`config.mk`:
```
export PLATFORM = sky130hd
export DESIGN_NAME = signed_header_rle_decoder
export DESIGN_NICKNAME = d
export VERILOG_FILES = /design/src/rtl/srled_pkg.sv /design/src/rtl/srled_front.sv /design/src/rtl/srled_queue.sv /design/src/rtl/srled_back.sv /design/src/rtl/signed_header_rle_decoder.sv
export VERILOG_INCLUDE_DIRS = /design/src /design/src/rtl
export SDC_FILE = /design/constraint.sdc
export NUM_CORES = 1
export LEC_CHECK = 0
export BUFFER_PORTS_ARGS = -buffer_cell sky130_fd_sc_hd__buf_2
export CAP_MARGIN = 20
export CORE_ASPECT_RATIO = 1.2
export CORE_MARGIN = 1
export CORE_UTILIZATION = 54
export DETAILED_ROUTE_END_ITERATION = 10
export GPL_ROUTABILITY_DRIVEN = 1
export GPL_TIMING_DRIVEN = 1
export PLACE_DENSITY = 0.74
export SYNTH_ARGS = -nofsm -noshare
export SYNTH_HDL_FRONTEND = slang
export SYNTH_HIERARCHICAL = 1
export SYNTH_SLANG_ARGS = --single-unit
```
`constraint.sdc`:
```
create_clock -name clk -period 4.06 [get_ports clk]
set_input_delay 0.203 -clock clk [delete_from_list [all_inputs] [get_ports clk]]
set_output_delay 0.203 -clock clk [all_outputs]
set_load 0.01 [all_outputs]
```
`src/rtl/signed_header_rle_decoder_assert.svh`:
```
// ----------------------------------------------------------------------------
// Assertion macros
// Shared concurrent assertion forms for the signed header run-length decoder.
// ----------------------------------------------------------------------------
`ifndef SIGNED_HEADER_RLE_DECODER_ASSERT_SVH
`define SIGNED_HEADER_RLE_DECODER_ASSERT_SVH

// The consequent must hold in the same cycle as the antecedent.
`define SRLED_ASSERT_NOW(label, ante, cons) \
    label: assert property (@(posedge clk) disable iff (!rst_n) (ante) |-> (cons)) \
        else $error("srled assertion failed");

// The consequent must hold in the cycle after the antecedent.
`define SRLED_ASSERT_NEXT(label, ante, cons) \
    label: assert property (@(posedge clk) disable iff (!rst_n) (ante) |=> (cons)) \
        else $error("srled assertion failed");

`endif

```
`src/rtl/srled_pkg.sv`:
```
// ----------------------------------------------------------------------------
// srled_pkg
// Types and constants shared by the signed header run-length decoder.
// ----------------------------------------------------------------------------
package srled_pkg;

    localparam int OUT_LANES = 4;
    // Lanes actually used, limited to the range 1 to 4.
    localparam int LANES = (OUT_LANES < 1) ? 1 : ((OUT_LANES > 4) ? 4 : OUT_LANES);

    localparam int QDEPTH = 4;
    localparam int QPTR_W = $clog2(QDEPTH);
    localparam int QCNT_W = $clog2(QDEPTH + 1);

    typedef struct packed {
        logic [7:0] in_byte;
        logic       in_last;
    } in_item_t;

    typedef struct packed {
        logic [7:0] out_byte_0;
        logic [7:0] out_byte_1;
        logic [7:0] out_byte_2;
        logic [7:0] out_byte_3;
        logic [2:0] out_count;
        logic       run_last;
    } out_item_t;

    // One command for the back end: emit value len times.
    typedef struct packed {
        logic [7:0] value;
        logic [6:0] len;
    } cmd_t;

    typedef struct packed {
        logic valid;
        cmd_t cmd;
    } push_t;

    typedef enum logic [2:0] {
        PH_HEADER  = 3'b001,
        PH_VALUE   = 3'b010,
        PH_LITERAL = 3'b100
    } phase_t;

endpackage

```
`src/rtl/srled_front.sv`:
```
// ----------------------------------------------------------------------------
// srled_front
// Accepts compressed bytes, parses headers and hands run commands to the queue.
// ----------------------------------------------------------------------------
module srled_front (
    input  logic               clk,
    input  logic               rst_n,
    input  logic               byte_valid,
    output logic               byte_ready,
    input  srled_pkg::in_item_t byte_item,
    input  logic               q_full,
    output srled_pkg::push_t   push
);
    import srled_pkg::*;

    phase_t     phase_reg, phase_next;
    logic [7:0] literal_left_reg, literal_left_next;
    logic [6:0] repeat_len_reg, repeat_len_next;
    logic       accept;

    assign byte_ready = !q_full;
    assign accept     = byte_valid && byte_ready;

    always_comb
    begin
        phase_next        = phase_reg;
        literal_left_next = literal_left_reg;
        repeat_len_next   = repeat_len_reg;
        push.valid        = 1'b0;
        push.cmd.value    = byte_item.in_byte;
        push.cmd.len      = 7'd1;
        if (accept)
        begin
            unique case (phase_reg)
                PH_VALUE:
                begin
                    push.valid      = 1'b1;
                    push.cmd.len    = repeat_len_reg;
                    phase_next      = PH_HEADER;
                    repeat_len_next = 7'd0;
                end
                PH_LITERAL:
                begin
                    push.valid        = 1'b1;
                    literal_left_next = literal_left_reg - 8'd1;
                    if (literal_left_next == 8'd0)
                    begin
                        phase_next = PH_HEADER;
                    end
                end
                default:
                begin
                    phase_next = PH_HEADER;
                    if (byte_item.in_byte[7])
                    begin
                        // Negative header: 256 minus the header literal bytes follow.
                        literal_left_next = 8'd0 - byte_item.in_byte;
                        phase_next        = PH_LITERAL;
                    end
                    else if (byte_item.in_byte != 8'd0)
                    begin
                        repeat_len_next = byte_item.in_byte[6:0];
                        phase_next      = PH_VALUE;
                    end
                end
            endcase
            if (byte_item.in_last)
            begin
                phase_next        = PH_HEADER;
                literal_left_next = 8'd0;
                repeat_len_next   = 7'd0;
            end
        end
    end

    always_ff @(posedge clk or negedge rst_n)
    begin
        if (!rst_n)
        begin
            phase_reg        <= PH_HEADER;
            literal_left_reg <= 8'd0;
            repeat_len_reg   <= 7'd0;
        end
        else
        begin
            phase_reg        <= phase_next;
            literal_left_reg <= literal_left_next;
            repeat_len_reg   <= repeat_len_next;
        end
    end

endmodule

```
`src/rtl/srled_queue.sv`:
```
// ----------------------------------------------------------------------------
// srled_queue
// Short command queue between the parser and the beat generator.
// ----------------------------------------------------------------------------
`include "signed_header_rle_decoder_assert.svh"

module srled_queue (
    input  logic             clk,
    input  logic             rst_n,
    input  srled_pkg::push_t push,
    input  logic             pop,
    output logic             q_full,
    output logic             q_valid,
    output srled_pkg::cmd_t  q_head
);
    import srled_pkg::*;

    cmd_t              mem [QDEPTH];
    logic [QPTR_W-1:0] wr_ptr_reg, wr_ptr_next;
    logic [QPTR_W-1:0] rd_ptr_reg, rd_ptr_next;
    logic [QCNT_W-1:0] count_reg, count_next;

    assign q_full  = (count_reg == QCNT_W'(QDEPTH));
    assign q_valid = (count_reg != '0);
    assign q_head  = mem[rd_ptr_reg];

    always_comb
    begin
        wr_ptr_next = wr_ptr_reg;
        rd_ptr_next = rd_ptr_reg;
        count_next  = count_reg;
        if (push.valid)
        begin
            wr_ptr_next = (wr_ptr_reg == QPTR_W'(QDEPTH - 1)) ? '0 : wr_ptr_reg + QPTR_W'(1);
        end
        if (pop)
        begin
            rd_ptr_next = (rd_ptr_reg == QPTR_W'(QDEPTH - 1)) ? '0 : rd_ptr_reg + QPTR_W'(1);
        end
        if (push.valid && !pop)
        begin
            count_next = count_reg + QCNT_W'(1);
        end
        else if (pop && !push.valid)
        begin
            count_next = count_reg - QCNT_W'(1);
        end
    end

    always_ff @(posedge clk)
    begin
        if (push.valid)
        begin
            mem[wr_ptr_reg] <= push.cmd;
        end
    end

    always_ff @(posedge clk or negedge rst_n)
    begin
        if (!rst_n)
        begin
            wr_ptr_reg <= '0;
            rd_ptr_reg <= '0;
            count_reg  <= '0;
        end
        else
        begin
            wr_ptr_reg <= wr_ptr_next;
            rd_ptr_reg <= rd_ptr_next;
            count_reg  <= count_next;
        end
    end

    `SRLED_ASSERT_NOW(a_no_push_when_full, push.valid, !q_full)
    `SRLED_ASSERT_NOW(a_no_pop_when_empty, pop, q_valid)
    `SRLED_ASSERT_NOW(a_count_bound, 1'b1, count_reg <= QCNT_W'(QDEPTH))

endmodule

```
`src/rtl/srled_back.sv`:
```
// ----------------------------------------------------------------------------
// srled_back
// Expands queued commands into output beats of up to LANES bytes each.
// ----------------------------------------------------------------------------
`include "signed_header_rle_decoder_assert.svh"

module srled_back (
    input  logic                 clk,
    input  logic                 rst_n,
    input  logic                 q_valid,
    input  srled_pkg::cmd_t      q_head,
    output logic                 pop,
    output logic                 beat_valid,
    input  logic                 beat_ready,
    output srled_pkg::out_item_t beat_item
);
    import srled_pkg::*;

    logic       active_reg, active_next;
    logic [6:0] left_reg, left_next;
    logic       beat_valid_reg, beat_valid_next;
    out_item_t  beat_item_reg, beat_item_next;
    logic [6:0] rem;
    logic [6:0] rem_after;
    logic [2:0] cnt;
    logic       fire;

    // While a run is partly out, the remaining length lives here and the
    // command stays at the head of the queue for its value.
    assign rem       = active_reg ? left_reg : q_head.len;
    assign cnt       = (rem > 7'(LANES)) ? 3'(LANES) : rem[2:0];
    assign rem_after = rem - {4'd0, cnt};
    assign fire      = q_valid && (!beat_valid_reg || beat_ready);
    assign pop       = fire && (rem_after == 7'd0);

    always_comb
    begin
        active_next     = active_reg;
        left_next       = left_reg;
        beat_item_next  = beat_item_reg;
        beat_valid_next = beat_valid_reg && !beat_ready;
        if (fire)
        begin
            active_next               = (rem_after != 7'd0);
            left_next                 = rem_after;
            beat_valid_next           = 1'b1;
            beat_item_next.out_byte_0 = (cnt > 3'd0) ? q_head.value : 8'd0;
            beat_item_next.out_byte_1 = (cnt > 3'd1) ? q_head.value : 8'd0;
            beat_item_next.out_byte_2 = (cnt > 3'd2) ? q_head.value : 8'd0;
            beat_item_next.out_byte_3 = (cnt > 3'd3) ? q_head.value : 8'd0;
            beat_item_next.out_count  = cnt;
            beat_item_next.run_last   = (rem_after == 7'd0);
        end
    end

    always_ff @(posedge clk)
    begin
        beat_item_reg <= beat_item_next;
    end

    always_ff @(posedge clk or negedge rst_n)
    begin
        if (!rst_n)
        begin
            active_reg     <= 1'b0;
            left_reg       <= 7'd0;
            beat_valid_reg <= 1'b0;
        end
        else
        begin
            active_reg     <= active_next;
            left_reg       <= left_next;
            beat_valid_reg <= beat_valid_next;
        end
    end

    assign beat_valid = beat_valid_reg;
    assign beat_item  = beat_item_reg;

    `SRLED_ASSERT_NOW(a_count_range, beat_valid_reg,
        (beat_item_reg.out_count != 3'd0) && (beat_item_reg.out_count <= 3'(LANES)))
    `SRLED_ASSERT_NOW(a_short_beat_is_last,
        beat_valid_reg && (beat_item_reg.out_count < 3'(LANES)), beat_item_reg.run_last)
    `SRLED_ASSERT_NOW(a_active_has_head, active_reg, q_valid && (left_reg != 7'd0))
    `SRLED_ASSERT_NEXT(a_pop_ends_run, pop, !active_reg)

endmodule

```
`src/rtl/signed_header_rle_decoder.sv`:
```
// The decoder takes one compressed byte per cycle on the byte channel and
// delivers decoded beats of up to four bytes on the beat channel. Header bytes,
// literal bytes and repeat values all arrive on the byte channel; a literal
// byte gives one beat and a repeat of n bytes gives ceil(n/4) beats, one beat
// per cycle from the beat generator while beat_ready is high. Parsed commands
// wait in a four-entry queue, so the byte channel stalls only when that queue
// is full, which happens when repeat runs arrive faster than their beats drain
// or when the beat channel is held off. There is no start-up delay after reset.
// ----------------------------------------------------------------------------
// signed_header_rle_decoder
// Signed header run-length decoder: parser, command queue and beat generator.
// ----------------------------------------------------------------------------
module signed_header_rle_decoder (
    input  logic                 clk,
    input  logic                 rst_n,
    input  logic                 byte_valid,
    output logic                 byte_ready,
    input  srled_pkg::in_item_t  byte_item,
    output logic                 beat_valid,
    input  logic                 beat_ready,
    output srled_pkg::out_item_t beat_item
);
    import srled_pkg::*;

    push_t push;
    logic  q_full;
    logic  q_valid;
    cmd_t  q_head;
    logic  pop;

    srled_front u_front (
        .clk        (clk),
        .rst_n      (rst_n),
        .byte_valid (byte_valid),
        .byte_ready (byte_ready),
        .byte_item  (byte_item),
        .q_full     (q_full),
        .push       (push)
    );

    srled_queue u_queue (
        .clk     (clk),
        .rst_n   (rst_n),
        .push    (push),
        .pop     (pop),
        .q_full  (q_full),
        .q_valid (q_valid),
        .q_head  (q_head)
    );

    srled_back u_back (
        .clk        (clk),
        .rst_n      (rst_n),
        .q_valid    (q_valid),
        .q_head     (q_head),
        .pop        (pop),
        .beat_valid (beat_valid),
        .beat_ready (beat_ready),
        .beat_item  (beat_item)
    );

endmodule
```
==> results_tabular.tex <==
\begin{tabular}{lr}
\hline
Metric & Value \\
\hline
\multicolumn{2}{l}{\textbf{Place}} \\
HPWL after detailed placement & 7650 microns \\
Cell area reported after detailed placement & approximately 6400 sq um \\
Routability Congestion & 0.843 \\
Number of port buffers & 50 \\
Setup slack after placement & $\sim$0.18 ns \\
\multicolumn{2}{l}{\textbf{Die}} \\
Core Footprint & 11,000 sq um \\
Die Y & 119 microns \\
I/O pin count & 51 \\
Width of the die & 99.2 microns \\
Total number of placement rows & 42 \\
Starting Density & 55.4\% \\
Area of the die & 11,800 sq um \\
\multicolumn{2}{l}{\textbf{STA}} \\
Max transition margin & about two fifths \\
Final number of max-transition violations & 0 \\
Fmax & 0.260 GHz \\
Post-route minimum period & approximately 3.9 ns \\
Endpoints failing hold & 0 \\
Worst-margin pin slew & 0.893 ns \\
Total setup violations reported at the end of the flow & 0 \\
Fraction of the cycle the final worst path needs & 94.9\% \\
Smallest setup slack after layout & around 0.21 ns \\
Final worst hold slack & 0.0782 ns \\
Accumulated negative setup slack & 0 ns \\
Largest clock skew in the final design & 0.0119 ns \\
\multicolumn{2}{l}{\textbf{Run}} \\
Max-capacitance violation count & 0 \\
\multicolumn{2}{l}{\textbf{Yosys}} \\
Post-Synth Simple-Gate Area & between 10 and 15\% \\
Mean instance size in the synthesized netlist & roughly 14 sq um \\
Yosys Warn Count & 6 \\
Synthesized-area fraction occupied by adder cells & 2.37\% \\
Mapped cell area & 6120 sq um \\
Register area share after synthesis & 61.0\% \\
Area share of xor/xnor cells in the synthesized design & 1.43\% \\
Post-synth EDFFs & 96 \\
Net Count, Synth & 467 \\
Synthesized instance count & 443 \\
Leading register cell type out of synthesis & sky130\_fd\_sc\_hd\_\_edfxtp\_1 \\
Largest family of logic cells by synthesized area & simple AND/OR/NAND/NOR gates \\
Fraction of synthesized area in multiplexers & 8.26\% \\
Async S/R FF share, synth & between 20\% and 30\% \\
Register bit total from synthesis & 130 \\
Number of distinct library cells after synthesis & 76 \\
Compound-gate portion of the synthesized area & 9.06\% \\
\multicolumn{2}{l}{\textbf{Layout}} \\
Diodes inserted & 0 \\
\# nets final & 524 \\
Area growth, synth to finish & 15.7\% \\
Share of post-route cells with drive strength above 1 & 24.4\% \\
Most common cell after layout, fill and taps aside & sky130\_fd\_sc\_hd\_\_edfxtp\_1 \\
Flip-flop count of the largest register, all copies and words added & 60 \\
Final standard cell area without fillers & 7080 sq um \\
Highest-count cells in the layout ignoring fill and taps & 96 x sky130\_fd\_sc\_hd\_\_edfxtp\_1, 50 x sky130\_fd\_sc\_hd\_\_buf\_2, 35 x sky130\_fd\_sc\_hd\_\_and2\_1 \\
\multicolumn{2}{l}{\textbf{Global routing}} \\
Layer carrying the most global-route usage & met2 \\
Met3 capacity usage during global routing & 5.26\% \\
Tot GR Track Use & 21.2\% \\
Global-route met1 utilization & 24.6\% \\
Largest net degree at the start of global routing & 45 \\
GRT met2 Usage & roughly 37\% \\
Via count of the first global-routing pass & 3,841 \\
Antenna violations before repair & 0 \\
Grt ovf & 0 \\
Wire length of the first global-routing pass & 18,800 microns \\
\multicolumn{2}{l}{\textbf{Power and ir drop}} \\
Fraction of power consumed by combinational cells & 31.3\% \\
Sequential power share & between 30 and 40\% \\
Part of the power in the clock network & 29.5\% \\
Leakage dissipation & around 0.0027 uW \\
Net Sw Power & approximately 1700 uW \\
Proportion of total power due to net switching & 32.7\% \\
Power per standard cell area & 744 nW/um\^{}2 \\
VDD IR max & 0.000316 V \\
Cell internal power dissipation & about 3500 uW \\
\multicolumn{2}{l}{\textbf{Hold path}} \\
Hold/Removal Path Class & in -> reg \\
Cell count of the worst hold path & 1 \\
\multicolumn{2}{l}{\textbf{Worst setup path}} \\
Critical Path Sink Type & register \\
Crit path largest cell delay & 0.56 ns \\
Worst path slowest cell & sky130\_fd\_sc\_hd\_\_or4\_1 \\
Worst reg-to-reg path cell count & 15 \\
Nature of the critical path startpoint & register \\
Cell chain of the critical path & mux4\_1 -> nor4\_4 -> or2\_2 -> nand3\_2 -> nand2\_1 -> ha\_1 -> or4\_1 -> a21oi\_2 -> o2bb2ai\_2 -> nor3\_2 -> inv\_1 -> ha\_1 -> inv\_1 -> fa\_1 -> mux2\_2 \\
Crit Path Max Fanout & 5 \\
Arrival time worst endpoint & 4.14 ns \\
Data required time at the worst endpoint & 4.34 ns \\
Crit Path Class & reg -> reg \\
\multicolumn{2}{l}{\textbf{Run status}} \\
Run status & complete, no violations \\
\multicolumn{2}{l}{\textbf{CTS}} \\
Htree depth & 4 \\
Clock root buffer master & sky130\_fd\_sc\_hd\_\_clkbuf\_16 \\
Clk slew on worst S/H paths & about 0.060 ns \\
CTS tree & yes \\
CTS buffer count & 17 \\
Number of clock sinks & 130 \\
Clock insertion delay at the later pin of the skew report & 0.41 ns \\
Buffers from clock root to sink, at most & 2 \\
\multicolumn{2}{l}{\textbf{Drt}} \\
Iteration count of the initial detailed-routing pass & 5 \\
Via count & 3,756 \\
Via-per-instance ratio & 5.82 \\
Number of routed nets with antenna violations & 0 \\
Detailed Route WL & 11,400 microns \\
Remaining design rule violation count & 0 \\
Final routed wire length divided by cell count & 17.7 microns \\
Detailed router's first-iteration violation count & 221 \\
\hline
\end{tabular}
## final cells by class
type                    instances  area (sq um)
clock buffers                  18           429
clock inverters                14           175
fillers                       807          3960
inverters                      16          60.1
multi-input cells             275          2180
flip-flops and latches        130          3740
well taps                     132           165
repair buffers                 60           335
## kinds of logic (layout without fill, tap and decap cells)
| kind of cell | count (synthesis) | count (layout) |
|---|---|---|
| AND/OR/NAND/NOR | 149 | 149 |
| flip-flops | 130 | 130 |
| AO/OA/AOI/OAI | 78 | 78 |
| buffers and inverters | 38 | 108 |
| multiplexers | 26 | 26 |
| adder cells (fa/ha/maj) | 11 | 11 |
| XOR/XNOR | 10 | 10 |
| other | 1 | 1 |
## worst max-delay path: cells and delay by family (launching register included)
family / cells / cell delay, ns
and+or+nand+nor: 6 / 1.37
adders and majority gates: 3 / 0.85
muxes: 2 / 0.68
DFF: 1 / 0.44
AOI/OAI and AO/OA: 2 / 0.25
buffers and inverters: 2 / 0.13
## timing repair
action                     4_1_cts  5_1_grt
setup endpoints to repair        0        2
resized for setup                0        4
hold buffers                     1        0
buffers inserted                 0        0
hold endpoints to repair        33        0
## final timing paths
check,to,slack (ns),start
max in group asynchronous,u_queue/rd_ptr_reg[0]$_DFFE_PN0P_,3.02,rst_n
worst min-delay path,u_queue/mem[1][8]$_DFFE_PP_,0.08,byte_item[2]
worst max register to register,u_queue/count_reg[1]$_DFFE_PN0P_,0.21,u_queue/rd_ptr_reg[0]$_DFFE_PN0P_
worst min register to register,u_front/repeat_len_reg[2]$_DFFE_PN0P_,0.47,u_front/repeat_len_reg[2]$_DFFE_PN0P_
min in group asynchronous,u_queue/wr_ptr_reg[0]$_DFFE_PN0P_,0.45,rst_n
worst max-delay path,u_queue/count_reg[1]$_DFFE_PN0P_,0.21,u_queue/rd_ptr_reg[0]$_DFFE_PN0P_
## metal layers
layer / up-vias / part of all wire, %
met5: - / 0
met1: 1850 / 42
met2: 123 / 52
met4: 0 / 1.9
met3: 19 / 4.0
li1: 1764 / -
## power by group through the flow
stage | clock (uW) | combinational (uW) | sequential (uW)
6_report | 1550 | 1650 | 2070
2_1_floorplan | 0 | 1170 | 2110
3_5_place_dp | 0 | 1620 | 2090
4_1_cts | 1570 | 1640 | 2070
3_3_place_gp | 0 | 1570 | 2070
5_1_grt | 1630 | 1820 | 2110
## per-stage QoR
stage / std cells / utilization, % / total power, uW
global placement: 612 / 58.4 / 3650
finish: 645 / 64.1 / 5270
detailed placement: 612 / 58.4 / 3710
global route: 645 / 64.1 / 5570
CTS: 645 / 64.0 / 5270
floorplan: 443 / - / 3280
## cells in the mapped netlist (6+ instances only)
cell type	instances	area, sq um
sky130_fd_sc_hd__a21oi_1	11	55.1
sky130_fd_sc_hd__and2_1	35	219
sky130_fd_sc_hd__buf_4	9	67.6
sky130_fd_sc_hd__dfrtp_1	33	826
sky130_fd_sc_hd__edfxtp_1	96	2880
sky130_fd_sc_hd__ha_1	10	125
sky130_fd_sc_hd__inv_1	15	56.3
sky130_fd_sc_hd__mux4_1	7	184
sky130_fd_sc_hd__mux4_2	8	180
sky130_fd_sc_hd__nand2_1	28	105
sky130_fd_sc_hd__nand2b_1	6	37.5
sky130_fd_sc_hd__nor2_1	26	97.6
sky130_fd_sc_hd__nor2b_1	10	62.6
sky130_fd_sc_hd__nor3_1	10	50.1
sky130_fd_sc_hd__o21ai_0	14	70.1
sky130_fd_sc_hd__o21ai_1	10	50.1
sky130_fd_sc_hd__o31ai_1	7	52.6
sky130_fd_sc_hd__xnor2_1	7	61.3
(Power assumes the default switching activity.)
